<file path="config.mk">
export PLATFORM = sky130hd
export DESIGN_NAME = wmf_ctrl
export DESIGN_NICKNAME = d
export VERILOG_FILES = /design/src/hw/rtl/wmf_pkg.sv /design/src/hw/rtl/wmf_ctrl.sv
export SDC_FILE = /design/constraint.sdc
export NUM_CORES = 1
export LEC_CHECK = 0
export BUFFER_PORTS_ARGS = -buffer_cell sky130_fd_sc_hd__buf_2
export CORE_AREA = 2 2 39 41
export CTS_CLUSTER_SIZE = 14
export DETAILED_ROUTE_END_ITERATION = 10
export DIE_AREA = 0 0 41 43
export PLACE_DENSITY_LB_ADDON = 0.05
export SYNTH_ARGS = -nofsm -noshare
export SYNTH_HDL_FRONTEND = slang
export SYNTH_SLANG_ARGS = --single-unit
</file>
<file path="constraint.sdc">
create_clock -name i_clk -period 3.5 [get_ports i_clk]
set_input_delay 0.7 -clock i_clk [delete_from_list [all_inputs] [get_ports i_clk]]
set_output_delay 0.7 -clock i_clk [all_outputs]
set_load 0.1 [all_outputs]
</file>
<file path="src/hw/rtl/wmf_pkg.sv">
// ----------------------------------------------------------------------------
// wmf_pkg: shared types and constants
// Widths, parameter defaults and the controller-to-datapath command struct.
// ----------------------------------------------------------------------------
package wmf_pkg;

    localparam int MAX_NEIGHBORS_DEF = 8;
    localparam int VAL_W             = 32;
    localparam int WGT_W             = 17;
    localparam int LAM_W             = 32;

    typedef struct packed {
        logic insert;
        logic drop;
        logic scan_init;
        logic scan_step;
        logic scan_last;
        logic clear;
    } t_cmd;

    typedef struct packed {
        logic full;
        logic empty;
        logic scan_done;
    } t_sts;

endpackage

</file>
<file path="src/hw/rtl/wmf_ctrl.sv">
// ----------------------------------------------------------------------------
// wmf_ctrl: sequencing controller
// Accepts beats, runs the sort insert, the selection scan and result hand-off.
// ----------------------------------------------------------------------------
module wmf_ctrl
    import wmf_pkg::*;
(
    input  logic i_clk,
    input  logic i_rst_n,
    input  logic i_in_valid,
    input  logic i_in_last,
    output logic o_in_ready,
    input  logic i_out_ready,
    output logic o_out_valid,
    input  t_sts i_sts,
    output t_cmd o_cmd
);

    typedef enum logic [1:0] {S_LOAD, S_INIT, S_SCAN, S_OUT} t_state;

    t_state r_state;
    t_state n_state;
    logic   r_valid;
    logic   n_valid;

    assign o_in_ready  = (r_state == S_LOAD);
    assign o_out_valid = r_valid;

    always_comb begin
        n_state = r_state;
        n_valid = r_valid;
        o_cmd   = '0;
        if (r_valid && i_out_ready) begin
            n_valid = 1'b0;
        end
        unique case (r_state)
            S_LOAD: begin
                if (i_in_valid) begin
                    o_cmd.insert = !i_sts.full;
                    o_cmd.drop   = i_sts.full;
                    if (i_in_last) begin
                        n_state = S_INIT;
                    end
                end
            end
            S_INIT: begin
                o_cmd.scan_init = 1'b1;
                n_state = S_SCAN;
            end
            S_SCAN: begin
                o_cmd.scan_step = 1'b1;
                if (i_sts.scan_done) begin
                    o_cmd.scan_step = 1'b0;
                    n_state = S_OUT;
                end
            end
            S_OUT: begin
                if (!r_valid || i_out_ready) begin
                    o_cmd.scan_last = 1'b1;
                    o_cmd.clear     = 1'b1;
                    n_valid = 1'b1;
                    n_state = S_LOAD;
                end
            end
            default: n_state = S_LOAD;
        endcase
    end

    always_ff @(posedge i_clk) begin
        if (!i_rst_n) begin
            r_state <= S_LOAD;
            r_valid <= 1'b0;
        end else begin
            r_state <= n_state;
            r_valid <= n_valid;
        end
    end

endmodule

</file>
# Word-level counts from Yosys, hierarchy flattened
# Index checks and enable logic that the tools add are counted.
[classes]
reduce_logical = 6
n_mux = 15
n_eq_ne = 7
[ops]
columns = ["cell", "n"]
rows = [
  ["2-to-1 mux 2 bit", 8],
  ["!= test 2 bit (second input constant)", 4],
  ["case mux 2 bit (4 select lines)", 1],
  ["2-to-1 mux 1 bit", 6],
  ["== test 2 bit (second input constant)", 2],
  ["AND reduction 4 bit", 1],
  ["== test 2 x 1 -> 1 bit (second input constant)", 1],
  ["zero test 1 bit", 2],
  ["zero test 2 bit", 1],
  ["logical AND 1 bit", 1],
  ["logical OR 1 bit", 1],
]
[totals]
in_bits = 8
out_inout_bits = 8
ff_bits = 3
word_cells = 30

# Depth between registers and ports, before layout
[depth]
word_depth = 4
depth_mapped = 5
mapped_depth_nobuf = 5

# Worst setup path before layout
# No wires, ideal clock.
[synth_path]
path_type = "register -> output"
start = "register r_state[0]"
end = "output o_cmd[5] in the netlist's numbering"
slack_ns = 0.128
t_arrival_ns = 2.672
required_time_ns = 2.800
n_path_buf = 0
path_stages_with_launch = 5
path_cell_list = "dfxtp_1 > inv_1 > ha_1 > nand2_1 > nor2_1"
[synth_lines]
columns = ["element", "line_no", "source"]
rows = [
  ["start: declaration", "wmf_ctrl.sv:21", "t_state r_state;"],
  ["start signal: assignment", "wmf_ctrl.sv:74", "r_state <= n_state;"],
  ["end: declaration", "wmf_ctrl.sv:16", "output t_cmd o_cmd"],
]

==> metrics.csv <==
metric;value;unit
worst setup path start;r_state[0]$_SDFFE_PN0P_;
Die Width;41;um
initial antenna violation count;0;
gr ovfl total;0;
die height;43;um
Starting DRT DRC Count;0;
Pre-antenna DRT Iters;1;
gr usage total;8.10;%
CP max stage delay;0.42;ns
synth warn;0;
share of cells above drive strength 1;50.0;%
row count;14;
synth cell count leaders;nand2_1 (5), ha_1 (4), dfxtp_1 (3);
worst r2r src;r_state[0]$_SDFFE_PN0P_;
post-cts resize count;0;
CTS root buffer;clkbuf_4;
Final ANT Viol Nets;0;
RSZ-0062 raised after global routing;no;
n_diodes;0;
end of the worst register-to-register path;r_state[0]$_SDFFE_PN0P_;
Critical Path AT;1.51;ns
I/O pins;16;
first-pass GRT wire length;883;um
CTS Buf Count;3;
clk slew on worst S/H paths;0.03;ns
outcome;completed;
post-route cell area;353;um2
period utilisation layout;63.1;%
port buffer count;14;
Core ar.;1380;um2
slew margin rel.;67.9;%
final hold vios;0;
synthesized area per cell;9.76;um2
CP required;2.80;ns
Routed WL;495;um
clk_skew;0.00247;ns
CTS Hold Bufs;0;
pin count of the biggest net entering global routing;6;
crit end category;output port;
Hold WC Path Type;reg2reg;
MaxCap Viol Count;0;
number of nets in the layout;55;
clock tree buffer depth;2;
post-route minimum period;2.21;ns
vias in the first global route;213;
Synth Flop Type;dfxtp_1;
kind of critical path;reg2out;
Via density;3.93;
Slowest-stage cell, CP;buf_2;
most common cell in the netlist;nand2_1;
critical path fanouts, max;5;
RePlAce Congestion;0.703;
Cell Area, Synth;244;um2
Post-synth EDFFs;0;
top cell type's share of synthesized area;24.6;%
CP Launch Type;register;
FF-to-FF path depth;5;
drt wl/cell;8.53;um
Starting Density;17.6;%
register area share after synthesis;24.6;%
syn_nets;37;
largest area contributor in the netlist;dfxtp_1;
H-tree levels;1;
Die ar.;1760;um2
placed instance area;327;um2
drt drc;0;
Layout area overhead;44.6;%
crit path capture;o_cmd[4];
R2R Setup Slk;2.17;ns
Total Neg Setup Slack;0;ns
fmax;0.453;GHz
Vias;228;
CTS tree;done;
main area contributors after synthesis;dfxtp_1 (25%), ha_1 (21%), a221oi_4 (11%), mux2i_1 (8.2%), nand2_1 (7.7%);
Cells after Synth;25;
setup bufs post-CTS;0;
Finish-stage setup viols;0;
CP Cell Sequence;inv_1 -> ha_1 -> and3_1 -> buf_2;
Async SR Flop Fraction;0;%
synth unique cells;14;
worst slew pin tran;0.485;ns
#FFs+latches synth;3;
Sink Count;3;
Pins Over Slew Limit;0;
clk_lat worst skew;0.23;ns
==> layout by cell type (no fill, tap or decap) <==
cell and n:
dfxtp_1 3, inv_1 2, nor2b_4 1, clkbuf_1 1, a221oi_4 1, mux2i_1 2
nor2_1 1, o21a_1 1, and2b_2 1, ha_1 4, nand2_1 5, buf_2 14
and3_1 1, nor2b_2 1, o21ai_0 1, clkbuf_4 3
==> worst max-delay path, delay by kind of cell (launching register included) <==
| kind | cells | cell delay [ns] |
|---|---|---|
| buffers and inverters | 2 | 0.51 |
| flip-flops | 1 | 0.33 |
| adder cells (fa/ha/maj) | 1 | 0.27 |
| AND/OR/NAND/NOR | 1 | 0.18 |
==> metrics by stage <==
step | util, % | hold slack (ns) | instances | worst slack, ns
finish | 25.5 | 0.502 | 58 | 1.29
global route | 25.5 | 0.534 | 58 | 1.14
floorplan | - | 0.468 | 25 | 0.128
detailed placement | 23.6 | 0.502 | 54 | 1.32
global placement | 23.6 | 0.501 | 54 | 1.32
CTS | 25.5 | 0.506 | 58 | 1.26
==> per-layer routing <==
metal,vias up,wire [um],GRT usage (%)
met5,-,0,0
met4,0,0,6.00
met3,0,49,7.85
met2,11,246,10.9
met1,101,200,6.98
li1,116,-,-
==> layout make-up <==
cell class | count | area (um2)
multi-input cells | 19 | 169
inverters | 2 | 7.51
fillers | 153 | 1030
repair buffers | 14 | 70.1
flip-flops and latches | 3 | 60.1
clock buffers | 4 | 26.3
well taps | 16 | 20.0
==> worst min-delay path by stage <==
stage,start,end,slack [ns],depth (start not counted)
floorplan,r_state[1]$_SDFFE_PN0P_,r_state[1]$_SDFFE_PN0P_,0.47,2
global placement,r_state[1]$_SDFFE_PN0P_,r_state[1]$_SDFFE_PN0P_,0.50,2
detailed placement,r_state[1]$_SDFFE_PN0P_,r_state[1]$_SDFFE_PN0P_,0.50,2
CTS,r_state[1]$_SDFFE_PN0P_,r_state[1]$_SDFFE_PN0P_,0.51,2
global route,r_state[1]$_SDFFE_PN0P_,r_state[1]$_SDFFE_PN0P_,0.53,2
finish,r_state[1]$_SDFFE_PN0P_,r_state[1]$_SDFFE_PN0P_,0.50,2
==> kinds of logic (layout without fill, tap and decap cells) <==
logic type	after synthesis	in the layout	synth area share, %
AND/OR/NAND/NOR	10	10	24.6
adder cells (fa/ha/maj)	4	4	20.5
AO/OA/AOI/OAI	3	3	15.9
flip-flops	3	3	24.6
buffers and inverters	3	20	6.16
multiplexers	2	2	8.21
==> registers in the layout, summed over array words and instances (netlist names) <==
| signal | count |
|---|---|
| r_state | 2 |
| o_out_valid | 1 |
Power is not shown: default switching activity piles up to over one toggle a cycle in this logic, so the estimate is an artifact.
